## src/rtl/bmrc_pkg.sv

```systemverilog
package bmrc_pkg;

    localparam int STACK_DEPTH = 1024;
    localparam int ADDR_W      = $clog2(STACK_DEPTH);
    localparam int LEVEL_W     = $clog2(STACK_DEPTH + 1);
    localparam int COUNT_W     = 16;

    localparam logic [COUNT_W-1:0] COUNT_MAX = '1;

    localparam logic [1:0] ST_OK       = 2'd0;
    localparam logic [1:0] ST_EMPTY    = 2'd1;
    localparam logic [1:0] ST_UNCLOSED = 2'd2;
    localparam logic [1:0] ST_OVERFLOW = 2'd3;

    localparam logic [1:0] KIND_PAREN  = 2'd0;
    localparam logic [1:0] KIND_ANGLE  = 2'd1;
    localparam logic [1:0] KIND_SQUARE = 2'd2;
    localparam logic [1:0] KIND_CURLY  = 2'd3;

    typedef struct packed {
        logic       hit;
        logic [1:0] kind;
    } bracket_t;

    // Classify an opening bracket.
    function automatic bracket_t open_kind(input logic [7:0] c);
        bracket_t b;
        b.hit  = 1'b1;
        b.kind = KIND_PAREN;
        case (c)
            8'd40:   b.kind = KIND_PAREN;
            8'd60:   b.kind = KIND_ANGLE;
            8'd91:   b.kind = KIND_SQUARE;
            8'd123:  b.kind = KIND_CURLY;
            default: b.hit  = 1'b0;
        endcase
        return b;
    endfunction

    // Classify a closing bracket.
    function automatic bracket_t close_kind(input logic [7:0] c);
        bracket_t b;
        b.hit  = 1'b1;
        b.kind = KIND_PAREN;
        case (c)
            8'd41:   b.kind = KIND_PAREN;
            8'd62:   b.kind = KIND_ANGLE;
            8'd93:   b.kind = KIND_SQUARE;
            8'd125:  b.kind = KIND_CURLY;
            default: b.hit  = 1'b0;
        endcase
        return b;
    endfunction

endpackage

```

## src/rtl/bracket_match_replace_counter_unit.sv

```systemverilog
// Channel   Direction  Handshake          Payload
// s_        in         s_valid / s_ready  s_ch[7:0], s_last
// m_        out        m_valid / m_ready  m_replacements[15:0], m_status[1:0], m_final_res
//
// One word per cycle while s_ready is high: each character updates the state and lands in the
// result register in the same cycle.
// The top of the bracket stack lives in a register; the entry below it is
// kept prefetched from the stack RAM, so push and pop need no extra RAM read.
// Reset (aresetn low, synchronous) clears level, count, error and m_valid.
// The stack RAM is not cleared; entries are only used after being written.
// s_ready is high while the result register is empty or being drained.
module bracket_match_replace_counter_unit (
    input  logic        aclk,
    input  logic        aresetn,
    input  logic        s_valid,
    output logic        s_ready,
    input  logic [7:0]  s_ch,
    input  logic        s_last,
    output logic        m_valid,
    input  logic        m_ready,
    output logic [15:0] m_replacements,
    output logic [1:0]  m_status,
    output logic        m_final_res
);

    // Stack state: level counts held openers, tos_reg holds the top entry.
    logic [bmrc_pkg::LEVEL_W-1:0] level_reg, level_next;
    logic [1:0]                   tos_reg, tos_next;
    logic [bmrc_pkg::COUNT_W-1:0] count_reg, count_next;
    logic [1:0]                   err_reg, err_next;

    logic                         m_valid_reg;
    logic [bmrc_pkg::COUNT_W-1:0] m_repl_reg, m_repl_next;
    logic [1:0]                   m_status_reg, m_status_next;
    logic                         m_final_reg;

    logic                         accept;
    bmrc_pkg::bracket_t           opener, closer;

    // RAM side: every push is written at the current level; the read port
    // continuously fetches the entry just under the (next) top of stack.
    logic                         ram_we;
    logic [bmrc_pkg::ADDR_W-1:0]  ram_waddr;
    logic [bmrc_pkg::ADDR_W-1:0]  ram_raddr;
    logic [bmrc_pkg::LEVEL_W-1:0] under_level;
    logic [1:0]                   under_data;

    assign s_ready = !m_valid_reg || m_ready;
    assign accept  = s_valid && s_ready;

    assign opener = bmrc_pkg::open_kind(s_ch);
    assign closer = bmrc_pkg::close_kind(s_ch);

    assign ram_waddr = level_reg[bmrc_pkg::ADDR_W-1:0];

    always_comb begin
        level_next    = level_reg;
        tos_next      = tos_reg;
        count_next    = count_reg;
        err_next      = err_reg;
        ram_we        = 1'b0;
        m_repl_next   = count_reg;
        m_status_next = err_reg;

        if (accept) begin
            // Process the character unless an error has latched.
            if (err_reg == bmrc_pkg::ST_OK) begin
                if (opener.hit) begin
                    if (level_reg == bmrc_pkg::LEVEL_W'(bmrc_pkg::STACK_DEPTH)) begin
                        err_next = bmrc_pkg::ST_OVERFLOW;
                    end else begin
                        ram_we     = 1'b1;
                        tos_next   = opener.kind;
                        level_next = level_reg + bmrc_pkg::LEVEL_W'(1);
                    end
                end else if (closer.hit) begin
                    if (level_reg == '0) begin
                        err_next = bmrc_pkg::ST_EMPTY;
                    end else begin
                        // Pop: the prefetched entry below becomes the new top.
                        tos_next   = under_data;
                        level_next = level_reg - bmrc_pkg::LEVEL_W'(1);
                        if (tos_reg != closer.kind && count_reg != bmrc_pkg::COUNT_MAX) begin
                            count_next = count_reg + bmrc_pkg::COUNT_W'(1);
                        end
                    end
                end
            end

            m_repl_next   = count_next;
            m_status_next = err_next;
            if (s_last && err_next == bmrc_pkg::ST_OK && level_next != '0) begin
                m_status_next = bmrc_pkg::ST_UNCLOSED;
            end

            // Drop all string state after the verdict.
            if (s_last) begin
                level_next = '0;
                count_next = '0;
                err_next   = bmrc_pkg::ST_OK;
            end
        end
    end

    assign under_level = level_next - bmrc_pkg::LEVEL_W'(2);
    assign ram_raddr   = under_level[bmrc_pkg::ADDR_W-1:0];

    bmrc_ram #(
        .WIDTH (2),
        .DEPTH (bmrc_pkg::STACK_DEPTH)
    ) u_stack (
        .aclk    (aclk),
        .wr_en   (ram_we),
        .wr_addr (ram_waddr),
        .wr_data (opener.kind),
        .rd_addr (ram_raddr),
        .rd_data (under_data)
    );

    always_ff @(posedge aclk) begin
        if (!aresetn) begin
            level_reg   <= '0;
            count_reg   <= '0;
            err_reg     <= bmrc_pkg::ST_OK;
            m_valid_reg <= 1'b0;
        end else begin
            level_reg <= level_next;
            count_reg <= count_next;
            err_reg   <= err_next;
            if (accept) begin
                m_valid_reg <= 1'b1;
            end else if (m_ready) begin
                m_valid_reg <= 1'b0;
            end
        end
    end

    // Payload registers: hold until the next accepted word.
    always_ff @(posedge aclk) begin
        tos_reg <= tos_next;
        if (accept) begin
            m_repl_reg   <= m_repl_next;
            m_status_reg <= m_status_next;
            m_final_reg  <= s_last;
        end
    end

    assign m_valid        = m_valid_reg;
    assign m_replacements = m_repl_reg;
    assign m_status       = m_status_reg;
    assign m_final_res    = m_final_reg;

    // Level never exceeds the stack depth.
    assert property (@(posedge aclk) disable iff (!aresetn)
        level_reg <= bmrc_pkg::LEVEL_W'(bmrc_pkg::STACK_DEPTH))
        else $error("stack level beyond depth");

    // A final word clears the string state.
    assert property (@(posedge aclk) disable iff (!aresetn)
        accept && s_last |=> level_reg == '0 && count_reg == '0
                             && err_reg == bmrc_pkg::ST_OK)
        else $error("state not cleared after final word");

    // A latched error holds through non-final words.
    assert property (@(posedge aclk) disable iff (!aresetn)
        accept && !s_last && err_reg != bmrc_pkg::ST_OK |=> $stable(err_reg))
        else $error("latched error changed");

    // Unclosed status only appears on a verdict.
    assert property (@(posedge aclk) disable iff (!aresetn)
        m_valid_reg && m_status_reg == bmrc_pkg::ST_UNCLOSED |-> m_final_reg)
        else $error("unclosed status on non-final result");

endmodule

```

## src/rtl/bmrc_ram.sv

```systemverilog
module bmrc_ram #(
    parameter int WIDTH = 2,
    parameter int DEPTH = 1024
) (
    input  logic                     aclk,
    input  logic                     wr_en,
    input  logic [$clog2(DEPTH)-1:0] wr_addr,
    input  logic [WIDTH-1:0]         wr_data,
    input  logic [$clog2(DEPTH)-1:0] rd_addr,
    output logic [WIDTH-1:0]         rd_data
);

    logic [WIDTH-1:0] mem [DEPTH];

    always_ff @(posedge aclk) begin
        if (wr_en) begin
            mem[wr_addr] <= wr_data;
        end
        rd_data <= mem[rd_addr];
    end

endmodule
```

## config.mk

```make
export PLATFORM = sky130hd
export DESIGN_NAME = bracket_match_replace_counter_unit
export DESIGN_NICKNAME = d
export VERILOG_FILES = /design/src/rtl/bmrc_pkg.sv /design/src/rtl/bracket_match_replace_counter_unit.sv /design/src/rtl/bmrc_ram.sv
export SDC_FILE = /design/constraint.sdc
export NUM_CORES = 2
export LEC_CHECK = 0
export BUFFER_PORTS_ARGS = -buffer_cell sky130_fd_sc_hd__buf_2
export CORE_AREA = 2 2 370 464
export CTS_CLUSTER_DIAMETER = 30
export DETAILED_ROUTE_END_ITERATION = 12
export DIE_AREA = 0 0 372 466
export GPL_TIMING_DRIVEN = 0
export HOLD_SLACK_MARGIN = 0.02
export PLACE_DENSITY = 0.66
export SLEW_MARGIN = 25
export SYNTH_ARGS = -nofsm -noshare
export SYNTH_HDL_FRONTEND = slang
export SYNTH_HIERARCHICAL = 1
export SYNTH_SLANG_ARGS = --single-unit
export TNS_END_PERCENT = 100
```

## constraint.sdc

```tcl
create_clock -name aclk -period 73.4 [get_ports aclk]
set_clock_uncertainty 0.05 [all_clocks]
set_input_delay 11.01 -clock aclk [delete_from_list [all_inputs] [get_ports aclk]]
set_output_delay 11.01 -clock aclk [all_outputs]
set_load 0.005 [all_outputs]
```

# Word-level counts from Yosys, hierarchy flattened
# Memory sizes are Yosys's and may differ from the RTL's. A register that Yosys moved wholly into a read port is not among the register bits.
# Index checks and enable logic that the tools add are counted.
[totals] reg_bits=51 ramBits=2048 inputBits=13 out_inout_bits=21 wordCells=78 mem_count=1
[mem_list] memory="u_stack.mem" depth=1024 width=2 read_ports=1 rd_ports_with_merged_regs=1 write_ports=1 line_no="bmrc_ram.sv:13" rtl="logic [WIDTH-1:0] mem [DEPTH];"
[classes] n_addsub=4 n_eq_ne=13 muxes=37 n_reduce_logical=15
[op_table] cell="two-way mux 16 bit" n=6
[op_table] cell="two-way mux 11 bit" n=8
[op_table] cell="equality test 8 x 6 -> 1 bit, second input constant" n=4
[op_table] cell="equality test 8 x 7 -> 1 bit, second input constant" n=4
[op_table] cell="two-way mux 2 bit" n=11
[op_table] cell="adder 16 x 1 -> 16 bit, second input constant" n=1
[op_table] cell="!= test 16 bit, second input constant" n=1
[op_table] cell="one-hot mux 2 bit (3 select lines)" n=2
[op_table] cell="adder 11 x 1 -> 11 bit, second input constant" n=1
[op_table] cell="equality test 11 bit, second input constant" n=1
[op_table] cell="logical NOT 11 bit" n=1
[op_table] cell="nonzero test 11 bit" n=1
[op_table] cell="subtractor 11 x 1 -> 11 bit, second input constant" n=1
[op_table] cell="two-way mux 1 bit" n=10
[op_table] cell="subtractor 10 x 2 -> 10 bit, second input constant" n=1
[op_table] cell="OR reduction 4 bit" n=2
[op_table] cell="AND reduction 5 bit" n=1
[op_table] cell="logical AND 1 bit" n=4
[op_table] cell="logical NOT 2 bit" n=2
[op_table] cell="!= test 2 bit, second input constant" n=2
[op_table] cell="nonzero test 2 bit" n=2
[op_table] cell="!= test 2 bit" n=1
[op_table] cell="logical NOT 1 bit" n=1
[op_table] cell="logical OR 1 bit" n=1

# Depth between registers and ports, before layout
[depth] depth_word=10 mapped_depth=25 mapped_depth_nobuf=19

# Hierarchy
# The synthesis kept the hierarchy.
[by_module_without_submodules] module="bmrc_ram" n_inst=1 cells_each=4793 area_per_inst_um2=83757.8 seq_area_each_um2=61539.0
[by_module_without_submodules] module="bracket_match_replace_counter_unit" n_inst=1 cells_each=413 area_per_inst_um2=3533.4 seq_area_each_um2=1231.2

# Worst setup path before layout
# Ideal clock, no wire load.
[synth_path] kind="input port to flip-flop" startpoint="input port s_ch[0]" endpoint="memory u_stack.mem[0][0], data pin" t_arrival_ns=64.482 path_slack_ns=6.072 stages=3 path_cell_list="nand2_1 -> nor3_1 -> o21a_1"
[synth_lines] element="from (decl)" line_no="bracket_match_replace_counter_unit.sv:17" rtl="input logic [7:0] s_ch,"
[synth_lines] element="to (decl)" line_no="bmrc_ram.sv:13"

# Final worst setup path
[layout_path] startpoint="input port m_ready" endpoint="output port s_ready"
[layout_between] elab_chain_cells=1
[layout_rtl] element="from (decl)" line_no="bracket_match_replace_counter_unit.sv:20" rtl="input logic m_ready,"
[layout_rtl] element="logical OR 1 bit" line_no="bracket_match_replace_counter_unit.sv:48" rtl="assign s_ready = !m_valid_reg || m_ready;"
[layout_rtl] element="to (decl)" line_no="bracket_match_replace_counter_unit.sv:16" rtl="output logic s_ready,"
# No other way between the ends.

==> impl_metrics.sql <==
INSERT INTO impl_metrics (metric_group, metric, value, unit) VALUES
('run_status', 'run_status', 'finished, final reports clean', ''),
('critical_path', 'timing.reg2reg.setup_slack', '63660', 'ps'),
('floorplan', 'full_die_area', '173000', 'sq um'),
('routing', 'drt-total-wl', '342000', 'um'),
('timing', 'fmaxAchievable', '44.2', 'MHz'),
('cts', 'ctsRootBufferMaster', 'clkbuf_16', ''),
('logic_synthesis', 'synth_edf_count', '2069', ''),
('power_and_ir_drop', 'leakagePower', '30.7', 'nW'),
('worst_hold_path', 'timing.hold.worst.start', 'count_reg[1]', ''),
('cts', 'clk_pin_slew_worst_paths', '40', 'ps'),
('flow_run', 'cap_violations', '0', ''),
('floorplan', 'core_area', '169000', 'sq um'),
('global_route', 'grt.overflow.total', '0', ''),
('timing', 'hold_ws', '449', 'ps'),
('timing', 'slew_worst_pin', '1350', 'ps'),
('critical_path', 'critPathMaxFanout', '4', ''),
('placement', 'globalplace.congestion', '1.02', ''),
('power_and_ir_drop', 'power-per-cell-area', '28.1', 'nW/um^2'),
('timing', 'timing.final.max_slew_violations', '0', ''),
('global_route', 'maximum_number_of_pins_on_one_net_before_global_route_repair', '79', ''),
('logic_synthesis', 'synthesis.nets', '5223', ''),
('cts', 'cts-htree-levels', '5', ''),
('cts', 'cts-hold-fix-buffers', '0', ''),
('global_route', 'gr-usage-all-layers', '39.6', '%'),
('routing', 'drc_errors', '0', ''),
('logic_synthesis', 'distinct_cell_type_count_of_the_synthesized_netlist', '93', ''),
('cts', 'clock-sinks', '2101', ''),
('routing', 'avgRoutedWirePerCell', '41.4', 'um'),
('floorplan', 'die_w', '372', 'um'),
('timing', 'rsz0062_at_grt', 'no', ''),
('critical_path', 'critical_path.reg2reg.endpoint', 'u_stack/rd_data[0]', ''),
('routing', 'ant_nets', '0', ''),
('routing', 'post_drt_via_cell_ratio', '6.98', ''),
('cells_and_area', 'finish.instance_area', '105000', 'sq um'),
('cts', 'numCtsBuffers', '351', ''),
('worst_hold_path', 'worst_hold_path.endpoint', 'count_reg[1]', ''),
('logic_synthesis', 'synth_seq_cells', '2101', ''),
('cts', 'post_cts.resized_instances', '0', ''),
('logic_synthesis', 'synthCells', '5206', ''),
('floorplan', 'start_util', '51.7', '%'),
('placement', 'dp_hpwl', '232000', 'um'),
('logic_synthesis', 'synth_seq_area_share', '71.9', '%'),
('logic_synthesis', 'synthesis.area_per_instance', '16.8', 'sq um'),
('cells_and_area', 'syn_to_final_growth', '19.8', '%'),
('floorplan', 'io_pins', '34', ''),
('logic_synthesis', 'synth.yosys.warnings', '6', ''),
('global_route', 'antenna_violations_before_repair', '23', ''),
('timing', 'finalHoldViolations', '0', ''),
('critical_path', 'r2r_cells', '20', ''),
('floorplan', 'die_y', '466', 'um'),
('placement', 'detailed_place.area', '93000', 'sq um'),
('timing', 'setup-tns-final', '0', 'ps'),
('worst_hold_path', 'worst_hold_path_type', 'flip-flop to flip-flop', ''),
('floorplan', 'placementRows', '169', ''),
('critical_path', 'worstSetupStartpointType', 'primary input', ''),
('cts', 'cts_buffer_depth', '4', ''),
('critical_path', 'r2r_start', 'level_reg[0]', ''),
('routing', 'via_count', '57700', ''),
('logic_synthesis', 'async_flop_share', '0', '%'),
('timing', 'finalSetupViolations', '0', ''),
('cells_and_area', 'largest_register_ffs', '2048', ''),
('timing', 'headroom_to_the_max_slew_limit', '9.32', '%'),
('cts', 'cts_post_setup_buffers_inserted', '0', ''),
('timing', 'timing.final.crit_share', '30.8', '%'),
('logic_synthesis', 'synthesis.area', '87300', 'sq um'),
('cts', 'cts_tree', 'yes', ''),
('critical_path', 'crit_path_end_kind', 'primary output', ''),
('critical_path', 'setup.worst_path.class', 'primary input to primary output', ''),
('critical_path', 'crit_arrival', '11580', 'ps'),
('cells_and_area', 'finalNetCount', '5772', ''),
('global_route', 'grt_pass1_vias', '55800', ''),
('cells_and_area', 'post_route_cells_drive_above_1_share', '25.0', '%'),
('power_and_ir_drop', 'vdd_ir_drop_max', '0.0227', 'mV'),
('global_route', 'grt_pass1_wl', '454000', 'um'),
('logic_synthesis', 'dominantRegCellSynth', 'edfxtp_1', ''),
('critical_path', 'cp.required', '62340', 'ps'),
('timing', 'post-route-min-period', '22640', 'ps'),
('routing', 'detail_route.first_pass.iterations', '9', ''),
('cts', 'worst_skew_pair.late_latency', '980', 'ps'),
('worst_hold_path', 'hold-path-cell-count', '2', ''),
('placement', 'placement.io_buffers', '32', ''),
('routing', 'detailed_router_s_first_iteration_violation_count', '12000', '');
-- per-stage QoR --
stage	power (mW)	utilization, %	cells	worst slack (ps)
4_1_cts	2.94	61.9	8246	50780
2_1_floorplan	1.34	-	5206	6070
3_3_place_gp	1.35	53.4	7461	-36330
5_1_grt	2.99	61.9	8248	50740
3_5_place_dp	1.35	55.0	7624	50790
6_report	2.94	61.9	8264	50760
-- worst max-delay path: stages --
cell,delay [ps]
buf_2,100
nor2b_1,210
inv_1,120
buf_2,140
-- cell type report --
cell class	instances	area (sq um)
Buffer	420	2350
Sequential cell	2101	62800
Timing Repair Buffer	196	2640
Multi-Input combinational cell	2663	22400
Inverter	22	82.6
Fill cell	12100	64300
Clock buffer	403	9110
Antenna cell	17	42.5
Tap cell	2223	2780
Clock inverter	219	2440
-- Yosys cell counts, drive strengths merged, types with 32 or more instances --
cell type	instances	area (sq um)
nand3	62	328
nand2	133	509
nor2	1092	4100
nor3	54	285
o221ai	84	742
edfxtp	2069	62100
o22ai	47	294
buf	164	1200
dfxtp	32	641
a22oi	48	360
mux4	449	10100
o21ai	60	300
clkbuf	256	961
mux2i	209	2090
a21oi	102	522
-- cell usage in the layout, fill, tap and decap left out, types with 14 or more instances in the layout --
master      Yosys  final
mux2i_1       209    209
diode_2         0     17
a22oi_1        48     48
xnor2_1        21     18
clkbuf_1      256    165
nand4_1        26     26
buf_8          14     18
or3_1          15     15
edfxtp_1     2069   2069
o21ai_0        57     55
o221ai_1       83     83
buf_12          2     32
buf_1          54     43
clkinv_2        0     36
a21oi_1       101    101
inv_6           0     25
a221oi_1       14     14
nand3_1        60     60
clkinv_1        3     36
inv_1          17     17
a211oi_1       14     14
buf_6          33     45
mux4_2        449    449
a31oi_1        19     19
nor2b_1        20     20
buf_4          28    106
buf_2          33     76
clkbuf_16       0    357
nor3_1         51     48
bufinv_16       0     38
nand2_1       131    131
clkbuf_2        0    137
clkinvlp_4      0     36
o22ai_1        47     47
nor2_1       1091   1086
clkinv_4        0     42
a22o_1         14     14
dfxtp_1        32     32
buf_16          0     40
-- per-layer routing --
layer  GRT usage, %  up-vias  routed length, um
met1           47.3    29100             105000
li1               -    21700                  -
met4           33.5       12              36700
met2           57.8     5489             149000
met3           13.3     1468              51200
met5          0.390        -                170
-- cell families (layout without fill, tap and decap cells) --
kind of cell / after synthesis / in the layout / share of synthesized area (%)
XOR/XNOR: 30 / 30 / 0.310
AND/OR/NAND/NOR: 1500 / 1500 / 7.30
AO/OA/AOI/OAI: 460 / 460 / 3.73
other: 0 / 17 / 0
flip-flops: 2101 / 2101 / 71.9
buffers and inverters: 442 / 1260 / 2.57
adder cells (fa/ha/maj): 4 / 4 / 0.0573
multiplexers: 669 / 669 / 14.1
-- power breakdown --
part | total, mW | switching, mW | internal [mW]
logic | 0.0264 | 0.0196 | 0.00676
registers | 1.30 | 0.000177 | 1.30
clock network | 1.61 | 0.582 | 1.03
-- worst max path at each step --
stage	to	startpoint	slack, ps
finish	s_ready	m_ready	50760
global route	s_ready	m_ready	50740
CTS	s_ready	m_ready	50780
detailed placement	s_ready	m_ready	50790
global placement	u_stack/mem[647][0]	s_ch[0]	-36330
floorplan	u_stack/mem[0][0]	s_ch[0]	6070
Note: power is estimated with default switching activity, not from simulation.
